===== src/rtl/core/humidity_temp_frame_decoder_assert.svh =====
// Assertion macros for the frame decoder.
// No dependencies; included by the modules that assert.
`ifndef HUMIDITY_TEMP_FRAME_DECODER_ASSERT_SVH
`define HUMIDITY_TEMP_FRAME_DECODER_ASSERT_SVH

// Same-cycle implication, disabled during reset.
`define HTFD_ASSERT_NOW(label, clk, rst, ante, cons, msg) \
   label: assert property (@(posedge clk) disable iff (rst) (ante) |-> (cons)) \
      else $error(msg);

// Next-cycle implication, disabled during reset.
`define HTFD_ASSERT_NEXT(label, clk, rst, ante, cons, msg) \
   label: assert property (@(posedge clk) disable iff (rst) (ante) |=> (cons)) \
      else $error(msg);

`endif


===== src/rtl/core/htfd_pkg.sv =====
// Constants shared by the frame decoder modules.
// No dependencies.
package htfd_pkg;

   localparam logic CSR_CRC_POLY = 1'b0;
   localparam logic CSR_CRC_INIT = 1'b1;

   localparam logic [7:0] CRC_POLY_RESET = 8'h31;
   localparam logic [7:0] CRC_INIT_RESET = 8'hFF;

   localparam logic [2:0] POS_FIRST_HIGH  = 3'd0;
   localparam logic [2:0] POS_FIRST_LOW   = 3'd1;
   localparam logic [2:0] POS_FIRST_CRC   = 3'd2;
   localparam logic [2:0] POS_SECOND_HIGH = 3'd3;
   localparam logic [2:0] POS_SECOND_LOW  = 3'd4;
   localparam logic [2:0] POS_SECOND_CRC  = 3'd5;

   localparam logic [14:0] TEMP_SCALE  = 15'd17500;
   localparam logic [14:0] TEMP_OFFSET = 15'd4500;
   localparam logic [13:0] HUM_SCALE   = 14'd10000;
   localparam logic [13:0] HUM_MAX     = 14'd10000;
   localparam logic [16:0] FULL_SCALE  = 17'd65535;

endpackage


===== src/rtl/core/htfd_crc8.sv =====
// CRC-8 update over one byte, MSB first, programmable polynomial.
// Purely combinational; no package dependencies.
module htfd_crc8 (
   input  logic [7:0] crc_seed,
   input  logic [7:0] data,
   input  logic [7:0] poly,
   output logic [7:0] crc_out
);

   always_comb begin
      logic [7:0] c;
      c = crc_seed ^ data;
      for (int i = 0; i < 8; i++) begin
         if (c[7]) begin
            c = {c[6:0], 1'b0} ^ poly;
         end else begin
            c = {c[6:0], 1'b0};
         end
      end
      crc_out = c;
   end

endmodule


===== src/rtl/core/humidity_temp_frame_decoder.sv =====
// Channel   Direction  Handshake            Payload
// req       in         req_valid/req_stall  rx_byte, frame_start, status_frame
// rsp       out        rsp_valid/rsp_stall  result_code, is_status, status_word, temp, hum
// csr       in         csr_valid/csr_ready  csr_index, csr_data
//
// One request per cycle sustained unless rsp_stall holds a pending result.
// Input register feeds CRC, word capture and scale multiply; result register follows.
// Synchronous reset clears pipeline valids and frame position and reloads CRC registers.
// rsp_stall holds the result register; the input register still takes one request.
// Depends on htfd_pkg, htfd_crc8 and humidity_temp_frame_decoder_assert.svh.
`include "humidity_temp_frame_decoder_assert.svh"

module humidity_temp_frame_decoder
   import htfd_pkg::*;
(
   input  logic               clock,
   input  logic               reset,
   input  logic               req_valid,
   output logic               req_stall,
   input  logic [7:0]         req_rx_byte,
   input  logic               req_frame_start,
   input  logic               req_status_frame,
   output logic               rsp_valid,
   input  logic               rsp_stall,
   output logic               rsp_result_code,
   output logic               rsp_is_status,
   output logic [15:0]        rsp_status_word,
   output logic signed [14:0] rsp_temperature_centi,
   output logic [13:0]        rsp_humidity_centi,
   input  logic               csr_valid,
   output logic               csr_ready,
   input  logic               csr_index,
   input  logic [7:0]         csr_data
);

   function automatic logic [14:0] div_full_scale(input logic [30:0] x);
      logic [14:0] q0;
      logic [16:0] r;
      q0 = x[30:16];
      r  = {1'b0, x[15:0]} + {2'b00, q0};
      return (r >= FULL_SCALE) ? q0 + 15'd1 : q0;
   endfunction

   logic [7:0]  poly_ff, init_ff;
   logic        in_valid_ff;
   logic [7:0]  in_byte_ff;
   logic        in_start_ff, in_stype_ff;
   logic [2:0]  pos_ff, pos_in;
   logic [7:0]  crc_ff, crc_in;
   logic [7:0]  high_ff, high_in;
   logic [15:0] first_word_ff, first_word_in;
   logic [30:0] temp_prod_ff, temp_prod_in;
   logic [29:0] hum_prod_ff, hum_prod_in;
   logic        failed_ff, failed_in;
   logic        status_ff, status_in;

   logic               rsp_valid_ff, rsp_valid_in;
   logic               rsp_code_ff, rsp_code_in;
   logic               rsp_stat_ff, rsp_stat_in;
   logic [15:0]        rsp_word_ff, rsp_word_in;
   logic signed [14:0] rsp_temp_ff, rsp_temp_in;
   logic [13:0]        rsp_hum_ff, rsp_hum_in;

   logic        advance, go, active, last, emit, status_cur, failed_cur;
   logic [2:0]  pos_cur;
   logic [7:0]  crc_seed, crc_next;
   logic [15:0] word;
   logic [14:0] temp_q, hum_q;

   assign advance   = !rsp_valid_ff || !rsp_stall;
   assign req_stall = in_valid_ff && !advance;
   assign go        = in_valid_ff && advance;
   assign csr_ready = 1'b1;

   assign pos_cur    = in_start_ff ? POS_FIRST_HIGH : pos_ff;
   assign active     = in_start_ff || (pos_ff != POS_FIRST_HIGH);
   assign status_cur = in_start_ff ? in_stype_ff : status_ff;
   assign failed_cur = in_start_ff ? 1'b0 : failed_ff;
   assign last       = status_cur ? (pos_cur == POS_FIRST_CRC) : (pos_cur == POS_SECOND_CRC);
   assign emit       = go && active && last;
   assign word       = {high_ff, in_byte_ff};
   assign crc_seed   = (pos_cur == POS_FIRST_HIGH || pos_cur == POS_SECOND_HIGH) ?
                       init_ff : crc_ff;

   htfd_crc8 u_crc8 (
      .crc_seed (crc_seed),
      .data     (in_byte_ff),
      .poly     (poly_ff),
      .crc_out  (crc_next)
   );

   assign temp_q = div_full_scale(temp_prod_ff);
   assign hum_q  = div_full_scale({1'b0, hum_prod_ff});

   always_comb begin
      pos_in        = pos_ff;
      crc_in        = crc_ff;
      high_in       = high_ff;
      first_word_in = first_word_ff;
      temp_prod_in  = temp_prod_ff;
      hum_prod_in   = hum_prod_ff;
      failed_in     = failed_ff;
      status_in     = status_ff;
      if (go && active) begin
         status_in = status_cur;
         failed_in = failed_cur;
         case (pos_cur)
            POS_FIRST_HIGH, POS_SECOND_HIGH: begin
               high_in = in_byte_ff;
               crc_in  = crc_next;
            end
            POS_FIRST_LOW: begin
               crc_in        = crc_next;
               first_word_in = word;
               temp_prod_in  = 31'(TEMP_SCALE) * 31'(word);
            end
            POS_SECOND_LOW: begin
               crc_in      = crc_next;
               hum_prod_in = 30'(HUM_SCALE) * 30'(word);
            end
            default: begin
               if (crc_ff != in_byte_ff) begin
                  failed_in = 1'b1;
               end
            end
         endcase
         pos_in = last ? POS_FIRST_HIGH : pos_cur + 3'd1;
      end
   end

   always_comb begin
      rsp_valid_in = advance ? emit : rsp_valid_ff;
      rsp_code_in  = failed_in;
      rsp_stat_in  = status_cur;
      rsp_word_in  = '0;
      rsp_temp_in  = '0;
      rsp_hum_in   = '0;
      if (!failed_in) begin
         if (status_cur) begin
            rsp_word_in = first_word_ff;
         end else begin
            rsp_temp_in = $signed(temp_q - TEMP_OFFSET);
            rsp_hum_in  = (hum_q > {1'b0, HUM_MAX}) ? HUM_MAX : hum_q[13:0];
         end
      end
   end

   always_ff @(posedge clock) begin
      if (reset) begin
         poly_ff      <= CRC_POLY_RESET;
         init_ff      <= CRC_INIT_RESET;
         in_valid_ff  <= 1'b0;
         pos_ff       <= POS_FIRST_HIGH;
         crc_ff       <= CRC_INIT_RESET;
         failed_ff    <= 1'b0;
         status_ff    <= 1'b0;
         rsp_valid_ff <= 1'b0;
      end else begin
         if (csr_valid && csr_ready) begin
            case (csr_index)
               CSR_CRC_POLY: poly_ff <= csr_data;
               CSR_CRC_INIT: init_ff <= csr_data;
               default: ;
            endcase
         end
         if (!req_stall) begin
            in_valid_ff <= req_valid;
         end
         pos_ff       <= pos_in;
         crc_ff       <= crc_in;
         failed_ff    <= failed_in;
         status_ff    <= status_in;
         rsp_valid_ff <= rsp_valid_in;
      end
   end

   always_ff @(posedge clock) begin
      if (!req_stall) begin
         in_byte_ff  <= req_rx_byte;
         in_start_ff <= req_frame_start;
         in_stype_ff <= req_status_frame;
      end
      high_ff       <= high_in;
      first_word_ff <= first_word_in;
      temp_prod_ff  <= temp_prod_in;
      hum_prod_ff   <= hum_prod_in;
      if (advance && emit) begin
         rsp_code_ff <= rsp_code_in;
         rsp_stat_ff <= rsp_stat_in;
         rsp_word_ff <= rsp_word_in;
         rsp_temp_ff <= rsp_temp_in;
         rsp_hum_ff  <= rsp_hum_in;
      end
   end

   assign rsp_valid             = rsp_valid_ff;
   assign rsp_result_code       = rsp_code_ff;
   assign rsp_is_status         = rsp_stat_ff;
   assign rsp_status_word       = rsp_word_ff;
   assign rsp_temperature_centi = rsp_temp_ff;
   assign rsp_humidity_centi    = rsp_hum_ff;

   `HTFD_ASSERT_NOW(a_pos_range, clock, reset, 1'b1, pos_ff <= POS_SECOND_CRC,
      "byte position beyond measurement frame")
   `HTFD_ASSERT_NOW(a_status_pos, clock, reset, status_ff, pos_ff <= POS_FIRST_CRC,
      "status frame beyond its crc byte")
   `HTFD_ASSERT_NOW(a_stall_occupied, clock, reset, req_stall, in_valid_ff && rsp_valid_ff,
      "input stalled without a blocked result")
   `HTFD_ASSERT_NOW(a_error_zero, clock, reset, rsp_valid && rsp_result_code,
      rsp_status_word == 16'd0 && rsp_temperature_centi == 15'sd0 &&
      rsp_humidity_centi == 14'd0, "error result carries payload")
   `HTFD_ASSERT_NEXT(a_emit_resets_pos, clock, reset, emit, pos_ff == POS_FIRST_HIGH,
      "frame position not cleared after result")

endmodule


===== config.mk =====
export PLATFORM = sky130hd
export DESIGN_NAME = humidity_temp_frame_decoder
export DESIGN_NICKNAME = d
export VERILOG_FILES = /design/src/rtl/core/htfd_pkg.sv /design/src/rtl/core/htfd_crc8.sv /design/src/rtl/core/humidity_temp_frame_decoder.sv
export VERILOG_INCLUDE_DIRS = /design/src /design/src/rtl/core
export SDC_FILE = /design/constraint.sdc
export NUM_CORES = 1
export LEC_CHECK = 0
export ABC_AREA = 1
export BUFFER_PORTS_ARGS = -buffer_cell sky130_fd_sc_hd__buf_2
export CAP_MARGIN = 10
export CORE_ASPECT_RATIO = 1.1
export CORE_MARGIN = 3
export CORE_UTILIZATION = 30
export DETAILED_ROUTE_END_ITERATION = 8
export PLACE_DENSITY = 0.55
export SLEW_MARGIN = 40
export SYNTH_ARGS = -nofsm -noshare
export SYNTH_HDL_FRONTEND = slang
export SYNTH_HIERARCHICAL = 1
export SYNTH_SLANG_ARGS = --single-unit

===== constraint.sdc =====
create_clock -name clock -period 15.9 [get_ports clock]
set_input_delay 1.59 -clock clock [delete_from_list [all_inputs] [get_ports clock]]
set_output_delay 1.59 -clock clock [all_outputs]
set_load 0.02 [all_outputs]

==> results_dict.tcl <==
set metrics [dict create \
    clk_path_buf_depth 2 \
    path_cells "inv_1 -> fa_1 -> inv_1 -> ha_1 -> inv_1 -> fa_1 -> inv_1 -> ha_1 -> inv_1 -> fa_1 -> inv_1 -> ha_1 -> a21o_1 -> a21oi_1 -> o21ai_0 -> nand2_1 -> a21oi_1 -> nand3_1 -> nand2_1 -> nand3_1 -> nand2_1 -> a21boi_0 -> o21ai_0 -> xor2_1" \
    cts_made_buffers 17 \
    yosysTopAreaCellShare_pct 25.3 \
    cap_violations 0 \
    nets 2373 \
    critical_path.slowest_cell "edfxtp_1" \
    cpPeakStageDelay_ns 0.66 \
    p_per_area_mw_per_mm2 114 \
    io_pins 74 \
    core_mm2 0.0526 \
    comb_power_share_pct 52.4 \
    ys_top_cells_by_count "456 x nand2_1, 408 x inv_1, 193 x ha_1" \
    grt_max_degree 51 \
    max_freq_ghz 0.181 \
    antenna_found_initial 0 \
    worstPathArrival_ns 5.74 \
    worst_slew_pin_slew_ns 0.795 \
    final_design_area_no_fill_mm2 0.0178 \
    p_switching_uw 849 \
    synth.most_common_cell "nand2_1" \
    num_vias 12500 \
    finalClockSkew_ns 0.00914 \
    avgRoutedWirePerCell_um 14.0 \
    die_y_um 248 \
    hold_viol 0 \
    rsz0062_at_grt "no" \
    grt-ovfl-total 0 \
    die_w_um 226 \
    r2r_end "hum_prod_ff[29]" \
    syn_avg_cell_area_um2 8.03 \
    post_dp_cell_area_mm2 0.0172 \
    wl_mm 38.7 \
    first_pass_iters 5 \
    period_needed_ns 5.53 \
    grt_pass1_vias 12700 \
    synth_fp_nets 2293 \
    start_kind "register" \
    dp_hpwl_mm 31.4 \
    drc 0 \
    ys_seq_elements 166 \
    cts_max_level 4 \
    worst-path-max-fanout 13 \
    switching_share_pct 41.8 \
    min_period_over_period_pct 34.8 \
    cpMostUsedCell "inv_1" \
    die_area_mm2 0.0562 \
    irDropWorstVdd_v 0.0000921 \
    whs_path_depth 2 \
    synth_edf_count 135 \
    seqPwrFrac_pct 27.1 \
    min-delay-path-class "reg2reg" \
    num_rows 88 \
    start_util_pct 30.4 \
    yosysTopAreaCell "edfxtp_1" \
    reg2regPathDepth 24 \
    io_buffers 72 \
    grt_usage_pct 14.5 \
    synth_warnings 6 \
    leakagePower_nw 9.06 \
    relSlewSlack_pct 47.0 \
    synth_seq_area_share_pct 29.2 \
    cts_hold_buffers 0 \
    syn_area_mm2 0.0160 \
    cts_setup_buffers 0 \
    clock_latency_ns 0.47 \
    clkTransAtPathRegs_ns 0.06 \
    status "finished, final reports clean" \
    n_antenna_cell 0 \
    hold_path_end "init_ff[2]" \
    synth.distinct_cells 52 \
    setup_viol 0 \
    hp-start "init_ff[2]" \
    synth_flop_cell "edfxtp_1" \
    cts_root_buffer "clkbuf_16" \
    grt_pass1_wl_mm 63.8 \
    gp_congestion 0.888 \
    synthToLayoutAreaGrowth_pct 11.0 \
    drive_gt1_share_pct 8.67 \
    drt-initial-drc-count 638 \
    cts_resized 0 \
    required_ns 16.11 \
    regToRegStartpoint "in_byte_ff[6]" \
    final_antenna_net_count 0 \
    avgViaCountPerCell 4.53 \
    synth_cells 1994 \
    synth_area_leaders "edfxtp_1 25%, ha_1 15%, nand2_1 11%" \
    p_int_mw 1.18 \
    cts_tree "yes" \
    worstSetupEndpointType "register" \
    rrSetupSlack_ns 10.37 \
    clock_sinks 166 \
    async_reset_ff_share_pct 0 \
    critPathKind "reg2reg" \
    clockPowerShare_pct 20.6 \
    final_max_slew_viol_count 0 \
    setup_tns_ns 0 \
]
worst max path at each step:
| stage | from | to | slack, ns | cells after the start |
|---|---|---|---|---|
| 2_1_floorplan | in_byte_ff[4] | hum_prod_ff[27] | 10.90 | 24 |
| 3_3_place_gp | in_byte_ff[4] | hum_prod_ff[29] | 10.42 | 24 |
| 3_5_place_dp | in_byte_ff[4] | hum_prod_ff[29] | 10.33 | 24 |
| 4_1_cts | in_byte_ff[7] | hum_prod_ff[29] | 10.34 | 23 |
| 5_1_grt | in_byte_ff[6] | hum_prod_ff[29] | 9.92 | 24 |
| 6_report | in_byte_ff[6] | hum_prod_ff[29] | 10.37 | 24 |
power by group through the flow:
stage	combinational, mW	sequential, mW	clock, mW
floorplan	0.839	0.551	0
global placement	1.05	0.559	0
detailed placement	1.06	0.559	0
CTS	1.07	0.550	0.435
global route	1.24	0.551	0.452
finish	1.06	0.550	0.418
kinds of logic (layout without fill, tap and decap cells):
family,after synthesis,count (layout),synth area share [%]
xor gates and xnor gates,111,111,6.19
and+or+nand+nor,844,844,23.0
other,1,1,0.0234
AOI/OAI and AO/OA,160,160,5.65
buffers and inverters,437,530,10.5
DFF,166,166,29.2
adders and majority gates,275,275,25.3
routing by layer:
metal | global-route usage, % | part of all wire [%] | vias to the layer above
li1 | - | - | 6489
met4 | 5.37 | 2.6 | 0
met5 | 0 | 0 | -
met2 | 25.5 | 49 | 178
met1 | 17.4 | 45 | 5792
met3 | 2.99 | 3.6 | 53
sequential cells by signal, indices dropped and copies added (netlist names):
name                   flops
crc_ff                     8
failed_ff                  1
first_word_ff             16
high_ff                    8
hum_prod_ff               26
in_byte_ff                 8
in_start_ff                1
in_stype_ff                1
in_valid_ff                1
init_ff                    8
poly_ff                    8
pos_ff                     3
rsp_humidity_centi        14
rsp_is_status              1
rsp_result_code            1
rsp_status_word           16
rsp_temperature_centi     15
rsp_valid                  1
status_ff                  1
temp_prod_ff              28
final cells by class:
type,count,area [um^2]
fillers,5542,34900
multi-input cells,1391,9660
flip-flops and latches,166,4670
inverters,418,1570
well taps,675,845
clock buffers,24,515
repair buffers,80,420
clock inverters,8,85.1
worst max-delay path, delay by kind of cell (launching register included):
| kind | cells | cell delay (ns) |
|---|---|---|
| compound gates | 6 | 1.14 |
| xor+xnor | 1 | 0.15 |
| fa+ha+maj | 6 | 2.42 |
| buf+inv | 6 | 0.50 |
| flops | 1 | 0.66 |
| simple gates | 5 | 0.39 |
through the flow:
step	worst slack, ns	hold WS, ns	cells	total power, mW	utilization, %
2_1_floorplan	10.90	0.424	1994	1.39	-
3_3_place_gp	10.42	0.462	2730	1.61	32.6
3_5_place_dp	10.33	0.463	2730	1.62	32.6
4_1_cts	10.34	0.482	2762	2.05	33.7
5_1_grt	9.92	0.500	2762	2.24	33.8
6_report	10.37	0.479	2762	2.03	33.8
placed cells by master, fill, tap and decap left out, types with 18 or more instances in the layout:
cell	n
nand3_1	143
o21ai_0	38
edfxtp_1	135
nor2_1	143
dfxtp_1	31
ha_1	193
xor2_1	69
buf_2	72
nand2_1	456
a21oi_1	74
inv_1	407
fa_1	82
xnor2_1	41
clkbuf_16	18
Power figures use the tool's default switching activity.
